$ cat config.mk
export PLATFORM = sky130hd
export DESIGN_NAME = mbe_queue
export DESIGN_NICKNAME = d
export VERILOG_FILES = /design/src/rtl/mbe_queue.sv
export SDC_FILE = /design/constraint.sdc
export NUM_CORES = 1
export LEC_CHECK = 0
export ABC_AREA = 1
export ABC_CLOCK_PERIOD_IN_PS = 6900
export BUFFER_PORTS_ARGS = -buffer_cell sky130_fd_sc_hd__buf_4
export CAP_MARGIN = 20
export CORE_AREA = 2 2 103 105
export DETAILED_ROUTE_END_ITERATION = 10
export DIE_AREA = 0 0 105 107
export GPL_TIMING_DRIVEN = 0
export PLACE_DENSITY_LB_ADDON = 0.08
export SKIP_CTS_REPAIR_TIMING = 1
export SLEW_MARGIN = 10
export SYNTH_ARGS = -nofsm -noshare
export SYNTH_HDL_FRONTEND = slang
export SYNTH_SLANG_ARGS = --single-unit
export TNS_END_PERCENT = 30
$ cat constraint.sdc
create_clock -name clk -period 6.9 [get_ports clk]
set_input_delay 0.345 -clock clk [delete_from_list [all_inputs] [get_ports clk]]
set_output_delay 0.345 -clock clk [all_outputs]
set_load 0.01 [all_outputs]
$ cat src/rtl/mbe_queue.sv
`timescale 1ns / 1ps
// short register queue between the front end and the iteration engine
module mbe_queue #(
  parameter int WIDTH = 64,
  parameter int DEPTH = 2
) (
  input  logic             clk,
  input  logic             rst_n,
  input  logic             wr_valid,
  output logic             wr_ready,
  input  logic [WIDTH-1:0] wr_data,
  output logic             rd_valid,
  input  logic             rd_ready,
  output logic [WIDTH-1:0] rd_data
);

  localparam int PTR_W = (DEPTH > 1) ? $clog2(DEPTH) : 1;
  localparam int CNT_W = $clog2(DEPTH + 1);

  logic [WIDTH-1:0] entry_r [DEPTH];
  logic [PTR_W-1:0] wr_ptr_r;
  logic [PTR_W-1:0] rd_ptr_r;
  logic [CNT_W-1:0] count_r;
  logic             push;
  logic             pop;

  assign wr_ready = (count_r != CNT_W'(DEPTH));
  assign rd_valid = (count_r != '0);
  assign rd_data  = entry_r[rd_ptr_r];
  assign push     = wr_valid && wr_ready;
  assign pop      = rd_valid && rd_ready;

  always_ff @(posedge clk) begin
    if (!rst_n) begin
      wr_ptr_r <= '0;
      rd_ptr_r <= '0;
      count_r  <= '0;
    end else begin
      if (push) begin
        entry_r[wr_ptr_r] <= wr_data;
        wr_ptr_r <= (wr_ptr_r == PTR_W'(DEPTH - 1)) ? '0 : wr_ptr_r + PTR_W'(1);
      end
      if (pop) begin
        rd_ptr_r <= (rd_ptr_r == PTR_W'(DEPTH - 1)) ? '0 : rd_ptr_r + PTR_W'(1);
      end
      unique case ({push, pop})
        2'b10:   count_r <= count_r + CNT_W'(1);
        2'b01:   count_r <= count_r - CNT_W'(1);
        default: count_r <= count_r;
      endcase
    end
  end

endmodule

==> summary.md <==
| Metric | Value |
|---|---|
| Setup-failing EPs final | `0` |
| Clk_lat worst skew | `510 ps` |
| Placed Cells | `514` |
| Syn avg cell area | `21.9 um^2` |
| Bufs and invs on worst path | `4` |
| WL final | `8940 um` |
| Via density | `4.77` |
| Layout Nets | `489` |
| Die H | `107 um` |
| Max Freq | `0.403 GHz` |
| Worst Hold Path Cells | `1` |
| Count of pins over their slew limit | `0` |
| Routed length per placed instance | `around 16 um` |
| Ys Warns | `0` |
| H-Tree Depth | `4` |
| Worst R2R Setup Slack | `around 4400 ps` |
| Crit Path Category | `reg -> reg` |
| Area of the core | `around 10000 um^2` |
| Via count | `2712` |
| Post-synthesis sequential area ratio | `0.764` |
| Largest family of logic cells by synthesized area | `multiplexers` |
| Layout cells sized above 1 | `0.566` |
| EDFF count, synth | `approximately 130` |
| Non-filler cells, final | `569` |
| Max clock buf depth | `2` |
| Final clock skew | `6.50 ps` |
| Drt pass-1 iters | `4` |
| DR iter-0 viols | `around 110` |
| R2r startpoint | `count_r[0]$_SDFFE_PN0P_` |
| Antenna cells | `0` |
| Min-Delay Path Class | `in -> reg` |
| Synth area leaders | `edfxtp_1 74%, mux2_4 17%, buf_12 2.3%` |
| Overall routing resource usage | `0.165` |
| DRC viols | `0` |
| Pre-CTS setup slack | `4370 ps` |
| Number of max-cap violations | `0` |
| Hold Violations, Final | `0` |
| Slowest cell on the critical path | `nor3_2` |
| Reg clk slew, reported paths | `60 ps` |
| Crit path max fanout | `10` |
| Total CTS buffers | `17` |
| Final ANT Viol Nets | `0` |
| Xor/xnor share of the synthesized area | `0` |
| Distinct cells, synth | `16` |
| CP Launch Type | `flop` |
| Die ar. | `11200 um^2` |
| Fin worst setup slack | `4420 ps` |
| Num ports | `134` |
| Clk root buf | `clkbuf_8` |
| Core Rows | `37` |
| Leakage power | `2.87 nW` |
| Post-Synth Adder-Cell Area | `0.00242` |
| Crit-path max cell delay | `670 ps` |
| Critical path's top delay family | `simple AND/OR/NAND/NOR gates` |
| Starting Density | `0.512` |
| Die W | `105 um` |
| Reg2reg end | `entry_r[1][1]$_DFFE_PP_` |
| Worst path cell trace | `inv_1, nand2_1, nand2_1, nor3_2, buf_4, buf_4, buf_4` |
| Mux contribution to synthesized area | `0.183` |
| Worst path required time | `7110 ps` |
| Synth Area in Compound Gates | `0.00436` |
| Slew of the pin with the lowest slew margin | `822 ps` |
| Maximum vdd drop | `0.201 mV` |
| Synth Register Bits | `133` |
| Post-Synthesis Cells | `approximately 240` |
| CP arrival | `2690 ps` |
| Period utilization | `0.359` |
| Main synth FF type | `edfxtp_1` |
| Top cell type by total area after synthesis | `edfxtp_1` |
| Share of the synthesized area in the top cell type | `0.744` |
| First-pass GRT wire length | `13700 um` |
| R2r worst-path depth | `7` |
| Routability congestion estimate | `0.722` |
| Simple-gate area share of the yosys netlist | `0.0165` |
| Pin count of the biggest net entering global routing | `27` |
| Initial antenna violation count | `0` |
| Total congestion overflow | `0` |
| Hold_sp | `wr_data[10]` |
| Most used cell, CP | `buf_4` |
| Min Tclk post-route | `2480 ps` |
| Area added between synthesis and finish | `40.7%` |
| Syn Nets | `305` |
| Status | `complete, no violations` |
| RSZ-0062 raised after global routing | `false` |
| Detailed placement HPWL | `roughly 6000 um` |
| Port buffer count | `between 100 and 150` |
| Vias in the first global route | `2773` |
| Most common cell in the netlist | `edfxtp_1` |
| Max-slew headroom | `0.449` |
| Mapped cell area | `5160 um^2` |
| WHS Endpoint | `entry_r[0][10]$_DFFE_PP_` |
| Pwr dens | `318 nW/um^2` |
| Crit. path cell count | `7` |
| Ys async rst share | `0` |
| Clock Sinks | `133` |
| CTS tree | `yes` |
| Top cells by count, synth | `128 x edfxtp_1, 60 x mux2_4, 9 x nand2_1` |
| Critical path endpoint category | `flop` |
[logic make-up after synthesis]
family / after synthesis
flip-flops: 133
multiplexers: 64
AND/OR/NAND/NOR: 21
buffers and inverters: 13
AO/OA/AOI/OAI: 4
adder cells (fa/ha/maj): 1
[state kept, by name, indices dropped and copies added (netlist names), named ones only]
name	flops
entry_r	128
count_r	2
rd_ptr_r	1
wr_ptr_r	1
[power breakdown]
| group | switching [W] | internal, W | total [W] |
|---|---|---|---|
| clock | 0.000316 | 0.000545 | 0.000861 |
| sequential | 0.0000169 | 0.000950 | 0.000967 |
| combinational | 0.000200 | 0.000279 | 0.000479 |
| total | 0.000533 | 0.00177 | 0.00231 |
[per-stage QoR]
stage | util | TNS, ps | area [um^2] | power (W) | hold slack [ps]
floorplan | - | 0 | 5160 | 0.00127 | 444
CTS | 0.697 | 0 | 7030 | 0.00232 | -9.00
detailed placement | 0.640 | 0 | 6460 | 0.00146 | 499
global placement | 0.627 | -85380 | 6330 | 0.00144 | 465
global route | 0.720 | 0 | 7260 | 0.00239 | 0.0447
finish | 0.720 | 0 | 7260 | 0.00231 | 17.8
[per-layer routing]
layer | vias up | GRT usage | wire (um)
met1 | 1306 | 0.184 | 3590
met2 | 106 | 0.280 | 4620
met5 | - | 0 | 0
li1 | 1288 | - | -
met4 | 0 | 0.0819 | 175
met3 | 12 | 0.0626 | 553
[layout make-up]
class,instances,area [um^2]
Tap cell,136,170
Timing Repair Buffer,165,1340
Fill cell,671,2830
Buffer,7,131
Clock inverter,15,163
Inverter,6,22.5
Sequential cell,133,3940
Multi-Input combinational cell,90,1080
Clock buffer,17,414
[cell usage in the layout, fill, tap and decap left out, types with 5 or more instances in the layout]
cell type / instances
clkbuf_16: 16
buf_4: 137
dlygate4sd3_1: 23
mux2_4: 60
inv_1: 6
edfxtp_1: 128
nor2_1: 7
nand2_1: 9
clkinv_2: 5
buf_12: 7
dfxtp_1: 5
[worst max path at each step]
stage | from | endpoint | slack, ps
6_report | count_r[0]$_SDFFE_PN0P_ | entry_r[1][1]$_DFFE_PP_ | 4420
2_1_floorplan | count_r[0]$_SDFFE_PN0P_ | entry_r[1][0]$_DFFE_PP_ | 1300
3_3_place_gp | count_r[0]$_SDFFE_PN0P_ | entry_r[1][3]$_DFFE_PP_ | -1340
3_5_place_dp | count_r[0]$_SDFFE_PN0P_ | entry_r[1][1]$_DFFE_PP_ | 4370
5_1_grt | count_r[0]$_SDFFE_PN0P_ | entry_r[1][1]$_DFFE_PP_ | 4160
4_1_cts | count_r[0]$_SDFFE_PN0P_ | entry_r[1][1]$_DFFE_PP_ | 4350
Power figures use the tool's default switching activity.
