===== config.mk =====
export PLATFORM = sky130hd
export DESIGN_NAME = mbe_front
export DESIGN_NICKNAME = d
export VERILOG_FILES = /design/src/rtl/mbe_pkg.sv /design/src/rtl/mbe_front.sv
export SDC_FILE = /design/constraint.sdc
export NUM_CORES = 1
export LEC_CHECK = 0
export BUFFER_PORTS_ARGS = -buffer_cell sky130_fd_sc_hd__buf_2
export CAP_MARGIN = 20
export CORE_MARGIN = 2
export CORE_UTILIZATION = 47
export DETAILED_ROUTE_END_ITERATION = 12
export PLACE_DENSITY_LB_ADDON = 0.25
export SLEW_MARGIN = 40
export SYNTH_ARGS = -nofsm -noshare
export SYNTH_HDL_FRONTEND = slang
export SYNTH_SLANG_ARGS = --single-unit

===== constraint.sdc =====
create_clock -name clk -period 11.4 [get_ports clk]
set_clock_uncertainty 0.05 [all_clocks]
set_input_delay 2.85 -clock clk [delete_from_list [all_inputs] [get_ports clk]]
set_output_delay 2.85 -clock clk [all_outputs]
set_load 0.05 [all_outputs]

===== src/rtl/mbe_pkg.sv =====
`timescale 1ns / 1ps
// shared widths, register map and reset values of the mandelbrot pixel core
package mbe_pkg;

  localparam int COORD_BITS_DEF = 12;
  localparam int FRAC_BITS_DEF  = 28;
  localparam int INT_BITS       = 4;

  localparam int CFG_SIZE_W  = 13;
  localparam int LIMIT_W     = 16;
  localparam int COUNT_W     = LIMIT_W;
  localparam int GREY_W      = 8;
  localparam int QUEUE_DEPTH = 2;

  localparam int APB_DATA_W = 32;
  localparam int APB_ADDR_W = 4;
  localparam int REG_IDX_W  = 2;

  localparam logic [REG_IDX_W-1:0] REG_IMAGE_WIDTH     = 2'd0;
  localparam logic [REG_IDX_W-1:0] REG_IMAGE_HEIGHT    = 2'd1;
  localparam logic [REG_IDX_W-1:0] REG_ITERATION_LIMIT = 2'd2;

  localparam logic [CFG_SIZE_W-1:0] IMAGE_WIDTH_RST     = 13'd1024;
  localparam logic [CFG_SIZE_W-1:0] IMAGE_HEIGHT_RST    = 13'd1024;
  localparam logic [LIMIT_W-1:0]    ITERATION_LIMIT_RST = 16'd500;

endpackage


===== src/rtl/mbe_front.sv =====
`timescale 1ns / 1ps
// front end: clamps the pixel and maps it to the point c by long division
module mbe_front import mbe_pkg::*; #(
  parameter int COORD_BITS = COORD_BITS_DEF,
  parameter int FRAC_BITS  = FRAC_BITS_DEF
) (
  input  logic                          clk,
  input  logic                          rst_n,
  input  logic                          in_valid,
  output logic                          in_ready,
  input  logic [COORD_BITS-1:0]         in_pixel_column,
  input  logic [COORD_BITS-1:0]         in_pixel_row,
  input  logic [CFG_SIZE_W-1:0]         cfg_image_width,
  input  logic [CFG_SIZE_W-1:0]         cfg_image_height,
  output logic                          push_valid,
  input  logic                          push_ready,
  output logic [FRAC_BITS+INT_BITS-1:0] push_c_re,
  output logic [FRAC_BITS+INT_BITS-1:0] push_c_im
);

  localparam int LANES  = 2;
  localparam int SW     = COORD_BITS + 1;
  localparam int EXT_W  = (CFG_SIZE_W > SW) ? CFG_SIZE_W : SW;
  localparam int ZW     = FRAC_BITS + INT_BITS;
  localparam int QW     = FRAC_BITS + 2;
  localparam int STEPS  = FRAC_BITS + 2;
  localparam int STEP_W = $clog2(STEPS + 1);

  typedef enum logic [2:0] {F_IDLE, F_PREP, F_DIV, F_FIN, F_PUSH} fstate_t;

  fstate_t            state_r;
  logic [STEP_W-1:0]  step_r;
  logic [SW-1:0]      pos_r  [LANES];
  logic [SW-1:0]      rem_r  [LANES];
  logic [QW-1:0]      q_r    [LANES];
  logic               neg_r  [LANES];
  logic [ZW-1:0]      c_r    [LANES];

  logic [SW-1:0]      size_s    [LANES];
  logic [SW-1:0]      pos_in_s  [LANES];
  logic [SW-1:0]      clamp_s   [LANES];
  logic [SW-1:0]      twice_s   [LANES];
  logic               neg_s     [LANES];
  logic [SW-1:0]      d_s       [LANES];
  logic [SW:0]        cand_s    [LANES];
  logic               ge_s      [LANES];
  logic [SW-1:0]      rem_nxt   [LANES];
  logic [ZW-1:0]      q_ext_s   [LANES];
  logic [ZW-1:0]      c_nxt     [LANES];
  logic               first_s;

  function automatic logic [SW-1:0] eff_size(input logic [CFG_SIZE_W-1:0] v);
    logic [EXT_W-1:0] ve;
    logic [EXT_W-1:0] maxs;
    ve   = EXT_W'(v);
    maxs = EXT_W'(1) << COORD_BITS;
    if (ve == '0) begin
      return SW'(1);
    end else if (ve > maxs) begin
      return SW'(maxs);
    end else begin
      return SW'(ve);
    end
  endfunction

  assign size_s[0]   = eff_size(cfg_image_width);
  assign size_s[1]   = eff_size(cfg_image_height);
  assign pos_in_s[0] = {1'b0, in_pixel_column};
  assign pos_in_s[1] = {1'b0, in_pixel_row};
  assign first_s     = (step_r == STEP_W'(STEPS));

  always_comb begin
    for (int i = 0; i < LANES; i++) begin
      clamp_s[i] = (pos_in_s[i] >= size_s[i]) ? size_s[i] - SW'(1) : pos_in_s[i];
      twice_s[i] = {pos_r[i][SW-2:0], 1'b0};
      neg_s[i]   = twice_s[i] < size_s[i];
      d_s[i]     = neg_s[i] ? size_s[i] - twice_s[i] : twice_s[i] - size_s[i];
      cand_s[i]  = first_s ? {1'b0, rem_r[i]} : {rem_r[i], 1'b0};
      ge_s[i]    = cand_s[i] >= {1'b0, size_s[i]};
      rem_nxt[i] = ge_s[i] ? SW'(cand_s[i] - {1'b0, size_s[i]}) : cand_s[i][SW-1:0];
      q_ext_s[i] = ZW'(q_r[i]);
      // floor for the negative side: -(q + 1) is ~q
      if (neg_r[i]) begin
        c_nxt[i] = (rem_r[i] != '0) ? ~q_ext_s[i] : ~q_ext_s[i] + ZW'(1);
      end else begin
        c_nxt[i] = q_ext_s[i];
      end
    end
  end

  assign in_ready   = (state_r == F_IDLE);
  assign push_valid = (state_r == F_PUSH);
  assign push_c_re  = c_r[0];
  assign push_c_im  = c_r[1];

  always_ff @(posedge clk) begin
    if (!rst_n) begin
      state_r <= F_IDLE;
      step_r  <= '0;
    end else begin
      unique case (state_r)
        F_IDLE: begin
          if (in_valid) begin
            for (int i = 0; i < LANES; i++) begin
              pos_r[i] <= clamp_s[i];
            end
            state_r <= F_PREP;
          end
        end
        F_PREP: begin
          for (int i = 0; i < LANES; i++) begin
            rem_r[i] <= d_s[i];
            neg_r[i] <= neg_s[i];
            q_r[i]   <= '0;
          end
          step_r  <= STEP_W'(STEPS);
          state_r <= F_DIV;
        end
        F_DIV: begin
          for (int i = 0; i < LANES; i++) begin
            rem_r[i] <= rem_nxt[i];
            q_r[i]   <= {q_r[i][QW-2:0], ge_s[i]};
          end
          step_r <= step_r - STEP_W'(1);
          if (step_r == STEP_W'(1)) begin
            state_r <= F_FIN;
          end
        end
        F_FIN: begin
          for (int i = 0; i < LANES; i++) begin
            c_r[i] <= c_nxt[i];
          end
          state_r <= F_PUSH;
        end
        F_PUSH: begin
          if (push_ready) begin
            state_r <= F_IDLE;
          end
        end
        default: state_r <= F_IDLE;
      endcase
    end
  end

endmodule


==> metrics.csv <==
stage;metric;value;unit
pwr;total_power;1890;µW
sta;fin_crit_sh;0.623;
cts;postCtsSetupBuffers;0;
detailed_routing;drc_errors;0;
critical_path;critPathTopFamily;compound AO/OA/AOI/OAI gates;
detailed_routing;vias_per_cell;5.52;
layout;design_area;14700;µm²
critical_path;end_kind;flip-flop;
cts;cts-htree-levels;4;
global_routing;grt_pass1_wl;46500;µm
layout;layout_commonest_cell;edfxtp_1;
sta;finalSetupTns;0;ns
layout;diodes;0;
sta;maxSlewHeadroom;0.471;
floorplan;die_y;171;µm
cts;cts.sinks;184;
yosys;synth_top_family_by_area;simple AND/OR/NAND/NOR gates;
detailed_routing;drtAntennaViolNets;0;
global_routing;antenna_found_initial;0;
floorplan;start_util;0.475;
global_routing;grt_max_degree;87;
cts;clk_pin_slew;0.08;ns
yosys;ys_ff_latch;184;
yosys;ys_top_cells_by_area;edfxtp_1 40%, ha_1 10%, xnor2_1 6.1%;
layout;area_delta_synth_final;12.0;%
critical_path;cp_slowest_stage_delay;0.57;ns
yosys;synth-edff-count;176;
yosys;ys_async_sr_fraction;0;
floorplan;core_area;27600;µm²
yosys;synth_simple_gate_area_frac;0.173;
floorplan;rows;61;
layout;drive_above_1_share;0.143;
floorplan;die_w;171;µm
sta;min_period;7.10;ns
yosys;avgSynthCellArea;9.78;µm²
sta;final_max_slew_viol_count;0;
sta;setup_viol;0;
yosys;ys_types;72;
critical_path;crit_top_cell;inv_1;
floorplan;die-area;29300;µm²
layout;final_nets;1605;
cts;ctsRootBufferMaster;clkbuf_16;
critical_path;path_class;input port to flip-flop;
sta;rsz0062_at_grt;no;
place;io_buffers;119;
critical_path;critPathSlowestCell;or4_4;
pwr;p_per_area;129;nW/µm²
yosys;yosysWarnings;0;
place;gp_congestion;0.929;
critical_path;path_max_fanout;18;
detailed_routing;first_pass_iters;5;
yosys;yosys.area.top_type;edfxtp_1;
yosys;synth_fp_nets;1509;
layout;final_util;0.532;
cts;clock_path_buffers;2;
detailed_routing;dr.first_iter.drc_count;706;
cts;cts_hold_buf;0;
detailed_routing;vias;10103;
global_routing;grt_usage;0.197;
cts;cts-buffers-inserted;17;
place;dpl.hpwl;21200;µm
cts;cts_resized;0;
cts;cts_tree;done;
global_routing;grt-ovfl-total;0;
sta;fmax;0.141;GHz
critical_path;crit_chain;buf_2 -> or4_4 -> nor3_1 -> o21ai_0 -> inv_1 -> ha_1 -> inv_1 -> fa_1 -> a211oi_1 -> o21ai_0 -> a221o_1 -> o22a_1 -> a21o_1 -> inv_1 -> o221ai_1 -> a21boi_0;
hold_path;worstHoldPathType;flip-flop to flip-flop;
status;status;complete, no violations;
yosys;synth_area;13100;µm²
job;cap_violations;0;
global_routing;grt_pass1_vias;9365;
detailed_routing;drt-total-wl;28700;µm
cts;clock_latency;0.44;ns
yosys;yosys.area.top_type_share;0.403;
place;placed_area;14100;µm²
yosys;syn_inst;1342;
layout;layout_common_cells;176 x edfxtp_1, 169 x nand2_1, 119 x buf_2;
detailed_routing;routedWlPerCell;15.7;µm
sta;hold_viol;0;
pwr;power.leakage;0.00582;µW
floorplan;pin_count;120;
yosys;yosys.area_share.xor_xnor;0.0741;
critical_path;critPathArrivalTime;7.21;ns
critical_path;critical_path_required;11.50;ns
yosys;synth_compound_gate_area_share;0.141;
yosys;synthMuxAreaShare;0.0492;
layout;fillers;2510;
yosys;synth_fa_ha_area_frac;0.111;
pwr;ir_worst_vdd;0.0958;mV
critical_path;crit_buf_inv;4;
yosys;ys.flop_type;edfxtp_1;
yosys;ys_seq_area_frac;0.415;
sta;worst_slew_pin_slew;0.783;ns
critical_path;start_kind;input port;
[Yosys cell counts, drive strengths merged, types with 30 or more instances]
master and n:
mux2 30, mux2i 30, xnor2 91, and2 64
o21ai 72, edfxtp 176, nor2 84, inv 75
clkbuf 43, a21oi 79, nand2 169, ha 107
[cells by family after synthesis]
family	Yosys count
AND/OR/NAND/NOR	465
adder cells (fa/ha/maj)	113
multiplexers	60
flip-flops	184
AO/OA/AOI/OAI	284
XOR/XNOR	111
buffers and inverters	125
[sequential cells by signal (all words and copies together) (netlist names)]
signal   count
state_r      3
c_r         64
neg_r        2
pos_r       24
step_r       5
rem_r       26
q_r         60
[worst register-to-register path, cell delays in order, from the launching register on]
cell and delay (ns):
dfxtp_1 0.38, inv_1 0.10, ha_1 0.22, and4_2 0.43, nand2_1 0.18, ha_1 0.18, inv_1 0.06, fa_1 0.40
nand3_1 0.14, a21oi_1 0.10, o41ai_1 0.57, a211o_1 0.29, nand2_1 0.43, nor2_1 0.24, a21oi_1 0.05, mux2_2 0.29
[metal layers]
| metal | up-vias | GRT usage | share of wire |
|---|---|---|---|
| met5 | - | 0 | 0 |
| met3 | 25 | 0.0217 | 0.045 |
| li1 | 5062 | - | - |
| met1 | 4752 | 0.279 | 0.49 |
| met2 | 264 | 0.326 | 0.46 |
| met4 | 0 | 0.0453 | 0.011 |
[layout make-up]
cell class | instances | area, µm² | area share
Multi-Input combinational cell | 1033 | 7230 | 0.491
Clock inverter | 15 | 184 | 0.0125
Tap cell | 378 | 473 | 0.0322
Inverter | 75 | 282 | 0.0191
Timing Repair Buffer | 127 | 669 | 0.0455
Clock buffer | 17 | 425 | 0.0289
Sequential cell | 184 | 5450 | 0.370
[through the flow]
step | cells | hold WS, ns | setup WS [ns]
final | 1829 | 0.499 | 4.30
after global routing | 1829 | 0.553 | 3.97
after CTS | 1829 | 0.503 | 4.35
after detailed placement | 1797 | 0.492 | 3.91
after global placement | 1795 | 0.475 | 4.00
after floorplan | 1342 | 0.438 | 1.34
[final timing paths]
check | start | end | slack, ns | depth (start not counted)
worst max-delay path | cfg_image_width[6] | rem_r[0][0] | 4.30 | 16
worst min-delay path | step_r[0] | step_r[0] | 0.50 | 2
worst max register to register | step_r[0] | rem_r[0][21] | 7.03 | 15
worst min register to register | step_r[0] | step_r[0] | 0.50 | 2
[power breakdown]
group	leakage, µW	switching [µW]	total (µW)	internal [µW]
clock	0.000293	302	599	297
combinational	0.00384	268	461	193
sequential	0.00169	34.1	831	796
total	0.00582	604	1890	1290
No activity file was read; power rests on OpenSTA's default activity.
